<file path="config.mk">
export PLATFORM = sky130hd
export DESIGN_NAME = serial_acia_register_model_core_flat
export DESIGN_NICKNAME = d
export VERILOG_FILES = /design/src/hdl/sacia_pkg.sv /design/src/hdl/sacia_in_if.sv /design/src/hdl/sacia_out_if.sv /design/src/hdl/sacia_regs.sv /design/src/hdl/serial_acia_register_model_core.sv /design/src/flat_wrapper.sv
export SDC_FILE = /design/constraint.sdc
export NUM_CORES = 1
export LEC_CHECK = 0
export BUFFER_PORTS_ARGS = -buffer_cell sky130_fd_sc_hd__clkbuf_2
export CORE_MARGIN = 1
export CORE_UTILIZATION = 50
export CTS_CLUSTER_DIAMETER = 150
export DETAILED_ROUTE_END_ITERATION = 10
export GPL_TIMING_DRIVEN = 0
export PLACE_DENSITY = 0.73
export REMOVE_ABC_BUFFERS = 1
export SLEW_MARGIN = 20
export SYNTH_ARGS = -nofsm -noshare
export SYNTH_HDL_FRONTEND = slang
export SYNTH_SLANG_ARGS = --single-unit
</file>
<file path="constraint.sdc">
create_clock -name clk_i -period 1.6 [get_ports clk_i]
set_input_delay 0.24 -clock clk_i [delete_from_list [all_inputs] [get_ports clk_i]]
set_output_delay 0.24 -clock clk_i [all_outputs]
set_load 0.005 [all_outputs]
</file>
<file path="src/hdl/sacia_pkg.sv">
// types and constants for the serial adapter register model
// used by the channel interfaces, the register block, the top level and the checker
package sacia_pkg;

  typedef enum logic [1:0] {
    OP_BUS_READ  = 2'd0,
    OP_BUS_WRITE = 2'd1,
    OP_LINE_RX   = 2'd2,
    OP_TX_TICK   = 2'd3
  } sacia_op_e;

  localparam logic SEL_CTRL = 1'b0;
  localparam logic SEL_DATA = 1'b1;

  localparam logic [1:0] DIV_MASTER_RESET = 2'b11;
  localparam logic [1:0] TXC_INT_ON       = 2'b01;

  typedef struct packed {
    sacia_op_e  op;
    logic       reg_select;
    logic [7:0] bus_data;
    logic [7:0] line_byte;
  } sacia_item_t;

  typedef struct packed {
    logic [7:0] read_data;
    logic       tx_valid;
    logic [7:0] tx_byte;
    logic       irq_rx;
    logic       irq_tx;
  } sacia_result_t;

endpackage

</file>
<file path="src/hdl/sacia_in_if.sv">
// input channel: valid/ready handshake carrying one event item
// depends on sacia_pkg
interface sacia_in_if;
  logic                  valid;
  logic                  ready;
  sacia_pkg::sacia_item_t payload;

  modport source  (output valid, output payload, input ready);
  modport sink    (input valid, input payload, output ready);
  modport monitor (input valid, input payload, input ready);
endinterface

</file>
<file path="src/hdl/sacia_out_if.sv">
// output channel: valid/ready handshake carrying one result item
// depends on sacia_pkg
interface sacia_out_if;
  logic                    valid;
  logic                    ready;
  sacia_pkg::sacia_result_t payload;

  modport source  (output valid, output payload, input ready);
  modport sink    (input valid, input payload, output ready);
  modport monitor (input valid, input payload, input ready);
endinterface

</file>
<file path="src/hdl/sacia_regs.sv">
// adapter register state and its update per accepted event
// depends on sacia_pkg
module sacia_regs (
  input  logic                     clk_i,
  input  logic                     rst_ni,
  input  logic                     accept_i,
  input  sacia_pkg::sacia_item_t   item_i,
  output sacia_pkg::sacia_result_t result_o
);

  logic [7:0] ctrl_q, ctrl_d;
  logic       rdrf_q, rdrf_d;
  logic       tdre_q, tdre_d;
  logic       ovrn_q, ovrn_d;
  logic       clr_ovrn_q, clr_ovrn_d;
  logic       pend_ovrn_q, pend_ovrn_d;
  logic [7:0] thold_q, thold_d;
  logic [7:0] rhold_q, rhold_d;
  logic       irq_rx_q, irq_rx_d;
  logic       irq_tx_q, irq_tx_d;

  always_comb begin
    logic [7:0] delta;
    logic       rx_en;
    logic       tx_en;
    delta       = ctrl_q ^ item_i.bus_data;
    rx_en       = ctrl_q[7];
    tx_en       = (ctrl_q[6:5] == sacia_pkg::TXC_INT_ON);
    ctrl_d      = ctrl_q;
    rdrf_d      = rdrf_q;
    tdre_d      = tdre_q;
    ovrn_d      = ovrn_q;
    clr_ovrn_d  = clr_ovrn_q;
    pend_ovrn_d = pend_ovrn_q;
    thold_d     = thold_q;
    rhold_d     = rhold_q;
    irq_rx_d    = irq_rx_q;
    irq_tx_d    = irq_tx_q;
    result_o    = '0;
    unique case (item_i.op)
      sacia_pkg::OP_BUS_READ: begin
        if (item_i.reg_select == sacia_pkg::SEL_CTRL) begin
          clr_ovrn_d         = ovrn_q;
          result_o.read_data = {irq_rx_q | irq_tx_q, 1'b0, ovrn_q, 3'b000, tdre_q, rdrf_q};
        end else begin
          rdrf_d      = 1'b0;
          ovrn_d      = (ovrn_q & ~clr_ovrn_q) | pend_ovrn_q;
          clr_ovrn_d  = 1'b0;
          pend_ovrn_d = 1'b0;
          if (rx_en) begin
            irq_rx_d = ovrn_d;
          end
          result_o.read_data = rhold_q;
        end
      end
      sacia_pkg::OP_BUS_WRITE: begin
        if (item_i.reg_select == sacia_pkg::SEL_CTRL) begin
          ctrl_d = item_i.bus_data;
          if ((delta[1:0] != 2'b00) && (item_i.bus_data[1:0] == sacia_pkg::DIV_MASTER_RESET)) begin
            irq_rx_d    = 1'b0;
            irq_tx_d    = 1'b0;
            rdrf_d      = 1'b0;
            tdre_d      = 1'b1;
            ovrn_d      = 1'b0;
            clr_ovrn_d  = 1'b0;
            pend_ovrn_d = 1'b0;
          end
          if (delta[6:5] != 2'b00) begin
            irq_tx_d = (item_i.bus_data[6:5] == sacia_pkg::TXC_INT_ON) & tdre_d;
          end
          if (delta[7]) begin
            irq_rx_d = item_i.bus_data[7] & rdrf_d;
          end
        end else begin
          thold_d = item_i.bus_data;
          tdre_d  = 1'b0;
          if (tx_en) begin
            irq_tx_d = 1'b0;
          end
        end
      end
      sacia_pkg::OP_LINE_RX: begin
        rhold_d = item_i.line_byte;
        if (rdrf_q) begin
          pend_ovrn_d = 1'b1;
        end
        rdrf_d = 1'b1;
        if (rx_en) begin
          irq_rx_d = 1'b1;
        end
      end
      sacia_pkg::OP_TX_TICK: begin
        if (!tdre_q) begin
          result_o.tx_valid = 1'b1;
          result_o.tx_byte  = thold_q;
          tdre_d            = 1'b1;
          if (tx_en) begin
            irq_tx_d = 1'b1;
          end
        end
      end
      default: begin
      end
    endcase
    result_o.irq_rx = irq_rx_d;
    result_o.irq_tx = irq_tx_d;
  end

  always_ff @(posedge clk_i or negedge rst_ni) begin
    if (!rst_ni) begin
      ctrl_q      <= '0;
      rdrf_q      <= 1'b0;
      tdre_q      <= 1'b1;
      ovrn_q      <= 1'b0;
      clr_ovrn_q  <= 1'b0;
      pend_ovrn_q <= 1'b0;
      thold_q     <= '0;
      rhold_q     <= '0;
      irq_rx_q    <= 1'b0;
      irq_tx_q    <= 1'b0;
    end else if (accept_i) begin
      ctrl_q      <= ctrl_d;
      rdrf_q      <= rdrf_d;
      tdre_q      <= tdre_d;
      ovrn_q      <= ovrn_d;
      clr_ovrn_q  <= clr_ovrn_d;
      pend_ovrn_q <= pend_ovrn_d;
      thold_q     <= thold_d;
      rhold_q     <= rhold_d;
      irq_rx_q    <= irq_rx_d;
      irq_tx_q    <= irq_tx_d;
    end
  end

endmodule

</file>
<file path="src/hdl/serial_acia_register_model_core.sv">
// top level of the serial adapter register model: input and output channels, result register
// depends on sacia_pkg, sacia_in_if, sacia_out_if and sacia_regs
//
// Each transaction on the input channel is one event (bus read, bus write, received line
// byte or transmit tick) and produces exactly one result transaction. The block takes one
// event per cycle unless the output stalls; the register update is a single level of bit
// logic on the adapter state, and the result is registered on acceptance. Input ready
// stays high while the output register is empty or being emptied in the same cycle, so a
// stall on the output holds back only the next event. Reset leaves the adapter with
// transmit empty set and everything else clear; there is no clearing pass.
module serial_acia_register_model_core (
  input  logic        clk_i,
  input  logic        rst_ni,
  sacia_in_if.sink    in_i,
  sacia_out_if.source out_o
);

  sacia_pkg::sacia_result_t result;
  sacia_pkg::sacia_result_t res_q;
  logic                     out_valid_q, out_valid_d;
  logic                     accept;

  assign in_i.ready = !out_valid_q || out_o.ready;
  assign accept     = in_i.valid && in_i.ready;

  sacia_regs u_regs (
    .clk_i    (clk_i),
    .rst_ni   (rst_ni),
    .accept_i (accept),
    .item_i   (in_i.payload),
    .result_o (result)
  );

  always_comb begin
    out_valid_d = out_valid_q;
    if (accept) begin
      out_valid_d = 1'b1;
    end else if (out_o.ready) begin
      out_valid_d = 1'b0;
    end
  end

  always_ff @(posedge clk_i or negedge rst_ni) begin
    if (!rst_ni) begin
      out_valid_q <= 1'b0;
    end else begin
      out_valid_q <= out_valid_d;
    end
  end

  always_ff @(posedge clk_i) begin
    if (accept) begin
      res_q <= result;
    end
  end

  assign out_o.valid   = out_valid_q;
  assign out_o.payload = res_q;

endmodule

</file>
<file path="src/flat_wrapper.sv">
// flat-port wrapper written by rule: the top's interface ports become plain ports
module serial_acia_register_model_core_flat 
  (clk_i, rst_ni, in_i_valid, in_i_payload, in_i_ready, out_o_valid, out_o_payload, out_o_ready);
  sacia_in_if in_i_i ();
  sacia_out_if out_o_i ();
  input  logic clk_i;
  input  logic rst_ni;
  input wire logic [$bits(in_i_i.valid)-1:0] in_i_valid;
  input wire logic [$bits(in_i_i.payload)-1:0] in_i_payload;
  output wire logic [$bits(in_i_i.ready)-1:0] in_i_ready;
  output wire logic [$bits(out_o_i.valid)-1:0] out_o_valid;
  output wire logic [$bits(out_o_i.payload)-1:0] out_o_payload;
  input wire logic [$bits(out_o_i.ready)-1:0] out_o_ready;
  assign in_i_i.valid = in_i_valid;
  assign in_i_i.payload = in_i_payload;
  assign in_i_ready = in_i_i.ready;
  assign out_o_valid = out_o_i.valid;
  assign out_o_payload = out_o_i.payload;
  assign out_o_i.ready = out_o_ready;
  serial_acia_register_model_core u_core (.clk_i(clk_i), .rst_ni(rst_ni), .in_i(in_i_i), .out_o(out_o_i));
endmodule
</file>
Word-level counts from Yosys, hierarchy flattened
Cells that the tools add are included.
{"block": "totals", "regBits": 51, "latch_bits": 0, "ram_bits": 0, "rom_bits": 0, "in_bits": 23, "out_inout_bits": 21, "word_cells": 94, "mem_count": 0}
{"block": "op_classes", "addsub": 0, "multipliers": 0, "div_mod_pow": 0, "n_lt_le_gt_ge": 0, "n_eq_ne": 10, "n_shift": 0, "n_mux": 37, "bitwise_logic": 9, "reduce_logical": 21}
{"op": "$mux W1", "count": 28}
{"op": "$reduce_bool A2 Y1", "count": 5}
{"op": "$mux W9", "count": 1}
{"op": "$pmux W1 S3", "count": 3}
{"op": "$mux W8", "count": 1}
{"op": "$ne A2 B2 Y1 const B", "count": 4}
{"op": "$pmux W1 S2", "count": 4}
{"op": "$reduce_and A4 Y1", "count": 2}
{"op": "$xor A8 B8 Y8", "count": 1}
{"op": "$eq A2 B1 Y1 const B", "count": 3}
{"op": "$eq A2 B2 Y1 const B", "count": 3}
{"op": "$reduce_and A2 Y1", "count": 3}
{"op": "$reduce_and A3 Y1", "count": 2}
{"op": "$reduce_and A6 Y1", "count": 1}
{"op": "$reduce_and A5 Y1", "count": 1}
{"op": "$and A1 B1 Y1", "count": 3}
{"op": "$not A1 Y1", "count": 3}
{"op": "$reduce_bool A3 Y1", "count": 1}
{"op": "$logic_and A1 B1 Y1", "count": 2}
{"op": "$logic_not A2 Y1", "count": 1}
{"op": "$or A1 B1 Y1", "count": 2}
{"op": "$reduce_or A2 Y1", "count": 1}
{"op": "$logic_not A1 Y1", "count": 1}
{"op": "$logic_or A1 B1 Y1", "count": 1}

Longest topological paths before layout
{"block": "depth", "depth_word": 10, "depth_mapped": 6, "ltp_nobuf": 6}

Hierarchy
A second synthesis with hierarchy kept.
{"block": "unflattened", "cells_unflattened": 171, "hier_area_um2": 2224.6}
{"mod": "sacia_regs", "n_inst": 1, "cells_per_inst": 148, "area_each_um2": 1600.3, "seq_area_each_um2": 701.9}
{"mod": "serial_acia_register_model_core", "n_inst": 1, "cells_per_inst": 23, "area_each_um2": 624.3, "seq_area_each_um2": 595.6}

Least setup slack after synthesis
OpenSTA, ideal clock, no wires.
{"block": "synth_path", "path_kind": "input to register", "start": "in in_i_payload[18]", "end": "reg u_core.res_q, in the netlist u_core.out_o.payload[1], data pin", "setup_ns": 0.260, "arrival_ns": 1.204, "required_time_ns": 1.340, "path_slack_ns": 0.137, "cell_stages": 6, "path_buffers": 0, "cell_sequence": "inv_1 ha_1 a31o_2 o21ai_0 o211ai_2 mux2_2"}
{"block": "synth_via", "elab_chain_len": 2, "word_cells_on_any_way": 4, "classes_between": "eq/ne: 2; mux: 1; reduce/logical: 1"}
{"element": "start: declaration", "line": "flat_wrapper.sv:9", "rtl": "input wire logic [$bits(in_i_i.payload)-1:0] in_i_payload;"}
{"element": "$eq A2 B2 Y1 (tied with other cells)", "line": "sacia_regs.sv:40", "rtl": "unique case (item_i.op)"}
{"element": "$pmux W1 S3 *", "line": "sacia_regs.sv:40"}
{"element": "net u_core.u_regs.irq_rx_d", "line": "sacia_regs.sv:19", "rtl": "logic irq_rx_q, irq_rx_d;"}
{"element": "end signal: assignment", "line": "serial_acia_register_model_core.sv:53", "rtl": "res_q <= result;"}
{"element": "end: declaration", "line": "serial_acia_register_model_core.sv:19", "rtl": "sacia_pkg::sacia_result_t res_q;"}
The timed path passes the listed nets; every way through them passes the cells marked *.
A chain may end at the register's enable or synchronous reset.

Final worst setup path
{"block": "layout_path", "start": "reg u_core.u_regs.ctrl_q[7]", "end": "reg u_core.res_q, in the netlist u_core.out_o.payload[1], data pin"}
{"block": "layout_via", "elab_chain_len": 4, "word_cells_on_any_way": 7, "classes_between": "mux: 6; bitwise: 1"}
{"element": "start: declaration", "line": "sacia_regs.sv:11", "rtl": "logic [7:0] ctrl_q, ctrl_d;"}
{"element": "start signal: assignment", "line": "sacia_regs.sv:122", "rtl": "ctrl_q <= ctrl_d;"}
{"element": "$xor A8 B8 Y8", "line": "sacia_regs.sv:26", "rtl": "delta = ctrl_q ^ item_i.bus_data;"}
{"element": "$mux W1", "line": "sacia_regs.sv:71", "rtl": "if (delta[7]) begin"}
{"element": "$mux W1", "line": "sacia_regs.sv:57", "rtl": "if (item_i.reg_select == sacia_pkg::SEL_CTRL) begin"}
{"element": "$pmux W1 S3 *", "line": "sacia_regs.sv:40"}
{"element": "net u_core.u_regs.irq_rx_d", "line": "sacia_regs.sv:19"}
Marks and branches as above.

==> reports/metrics.yaml <==
status:
  status: "finished, violations left"
  violations: "negative hold slack"
die:
  die_y_um: 69.4
  start_util_pct: 52.1
  io_pins: 44
  die_w_um: 69.4
  die-area_mm2: 0.00481
  rows: 24
  core_area_mm2: 0.00435
clock_tree:
  clk_latency_ns: 0.30
  htree_levels: 2
  clock-sinks: 48
  numCtsBuffers: 5
  clk_path_buf_depth: 2
  root_buffer: "clkbuf_8"
  cts_tree: "yes"
  path_clk_slew_ns: 0.08
  cts_setup_buffers: 0
cells_and_area:
  num-nets-final: 240
  final_area_mm2: 0.00262
  area_growth_pct: 15.3
  fin_cells: 266
  drive_gt1_share_pct: 38.3
  n_antenna_cell: 0
logic_synthesis:
  syn_area_per_cell_um2: 13.5
  yosys-top-cells-area: "dfrtp_1, edfxtp_1, mux2_2"
  yosysUniqueCellTypes: 50
  synth_edf_count: 19
  yosys_most_used_dff: "dfrtp_1"
  syn_area_mm2: 0.00227
  yosysTopAreaCellShare_pct: 30.9
  synth-seq-area-share_pct: 57.2
  synthesis.instances: 168
  synth_warnings: 0
  synth_commonest_cells: "dfrtp_1, edfxtp_1, mux2_2, and2_1, nor2_1"
  synth.most_common_cell: "dfrtp_1"
  synth_seq_cells: 48
  synthArstFlopShare_pct: 60.4
  yosysTopAreaCell: "dfrtp_1"
critical_path:
  worst-path-max-fanout: 6
  cp_top_family: "flip-flops"
  path_class: "register to register"
  regToRegSetupSlack_ns: 0.11
  cp_slowest_stage_delay_ns: 0.46
  crit_chain: "nand2_4 -> o311ai_4 -> o211ai_2 -> mux2_2"
  critPathCaptureType: "register"
  cp-start-kind: "register"
  cp_num_buf_inv: 0
  worstPathRequired_ns: 1.66
  slowest_stage: "dfrtp_1"
  crit_arrival_ns: 1.55
sta:
  fin_crit_ns: 1.49
  hold_ws_ns: -0.0152
  tns_ns: 0
  postLayoutSetupSlackWorst_ns: 0.106
  fin_skew_ns: 0.00704
  fmax_ghz: 0.669
  relSlewSlack_pct: 51.0
  setup_viol: 0
  tightest_slew_ns: 0.734
  rsz0062_at_grt: "no"
  maxSlewViolCount: 0
  finalHoldViolations: 21
  finalCritPeriodShare_pct: 93.4
detailed_routing:
  dr.pass1.iters: 4
  vias: 1493
  drc: 0
  wl_um: 4110
  ant_nets: 0
  drt_iter0_markers: 78
  routed_via_density: 5.61
  wl_per_cell_um: 15.4
place:
  place_area_mm2: 0.00251
  gp_congestion: 0.828
  pre_cts_slack_ns: -0.306
  hpwl_um: 3020
  io_buffers: 43
  dp.cells: 258
global_routing:
  grt_max_degree: 30
  overflow: 0
  grt_pass1_wl_um: 7310
  grt_pass1_vias: 1566
  gr-usage-all-layers_pct: 19.4
  grt_antenna_before_repair: 0
pwr:
  total_power_mw: 2.82
  vdd_drop_max_uv: 675
  p_leak_nw: 1.17
  power_density_mw_per_mm2: 1080
hold_path:
  hp-class: "input pin to asynchronous set/reset pin"
run:
  drv_cap: 0
==> logic make-up after synthesis <==
family | share of synthesized area, %
AOI/OAI and AO/OA | 10.8
xor gates and xnor gates | 0.772
adders and majority gates | 2.21
buffers and inverters | 2.76
DFF | 57.2
muxes | 13.2
and+or+nand+nor | 13.1
==> registers in the layout (all words and copies together), names as in the netlist, 5 cells and up <==
signal                 cells
u_core.out_o.payload      19
u_core.u_regs.rhold_q      8
u_core.u_regs.ctrl_q       5
u_core.u_regs.thold_q      8
==> path summary, 6_finish.rpt <==
path | start | end | depth (start not counted)
max | u_core.u_regs.ctrl_q[7]$_DFFE_PN0P_ | u_core.out_o.payload[1]$_DFFE_PP_ | 4
min | rst_ni | u_core.u_regs.thold_q[4]$_DFFE_PN0P_ | 1
max reg2reg | u_core.u_regs.ctrl_q[7]$_DFFE_PN0P_ | u_core.out_o.payload[1]$_DFFE_PP_ | 4
min reg2reg | u_core.u_regs.thold_q[6]$_DFFE_PN0P_ | u_core.u_regs.thold_q[6]$_DFFE_PN0P_ | 1
max in group asynchronous | rst_ni | u_core.u_regs.pend_ovrn_q$_DFFE_PN0P_ | 1
min in group clk_i | in_i_payload[11] | u_core.u_regs.thold_q[3]$_DFFE_PN0P_ | 2
==> layer usage <==
layer	vias up	track usage (%)	part of all wire (%)
met4	0	6.80	1.7
met2	43	31.4	50
met5	-	0	0
li1	709	-	-
met3	8	5.38	4.7
met1	733	25.0	44
==> layout by cell type (no fill, tap or decap), types with 3 or more instances in the layout <==
cell type	count
nor2_1	9
edfxtp_1	19
and2_1	9
mux2_2	15
ha_1	3
dfrtp_1	28
nand2b_1	3
nand2_1	3
clkbuf_8	5
a21oi_1	5
o21ai_1	3
mux2i_1	4
inv_1	6
a31oi_1	4
and3_1	4
nand2_2	3
mux2_1	8
clkbuf_2	43
==> power breakdown <==
part           total [mW]  switching (mW)  leakage [nW]  internal, mW
Combinational       0.519           0.256         0.593         0.264
Sequential           1.62           0.130         0.535          1.49
Clock               0.685           0.382        0.0388         0.303
Total                2.82           0.768          1.17          2.06
==> through the flow <==
step | utilization, % | hold slack (ns)
2_1_floorplan | - | -0.0556
3_3_place_gp | 57.8 | 0.322
3_5_place_dp | 57.8 | 0.334
4_1_cts | 59.7 | 0.00153
5_1_grt | 60.1 | 0.0310
6_report | 60.1 | -0.0152
==> timing repair <==
item / 4_1_cts / 5_1_grt
hold buffers: 0 / 0
gates resized for setup: 1 / 4
setup endpoints to repair: 16 / 21
==> layout make-up <==
class                           instances  area [µm²]
Tap cell                               52        65.1
Inverter                                7        38.8
Multi-Input combinational cell        108         916
Clock buffer                            6        72.6
Clock inverter                          2        11.3
Timing Repair Buffer                   43         215
Fill cell                             344        1740
Sequential cell                        48        1300
==> worst reg2reg max path, delay by kind of cell, from the launching register on <==
kind / cells / cell delay (ns)
flip-flops: 1 / 0.46
multiplexers: 1 / 0.28
AND/OR/NAND/NOR: 1 / 0.08
AO/OA/AOI/OAI: 2 / 0.43
Power figures use the tool's default switching activity.
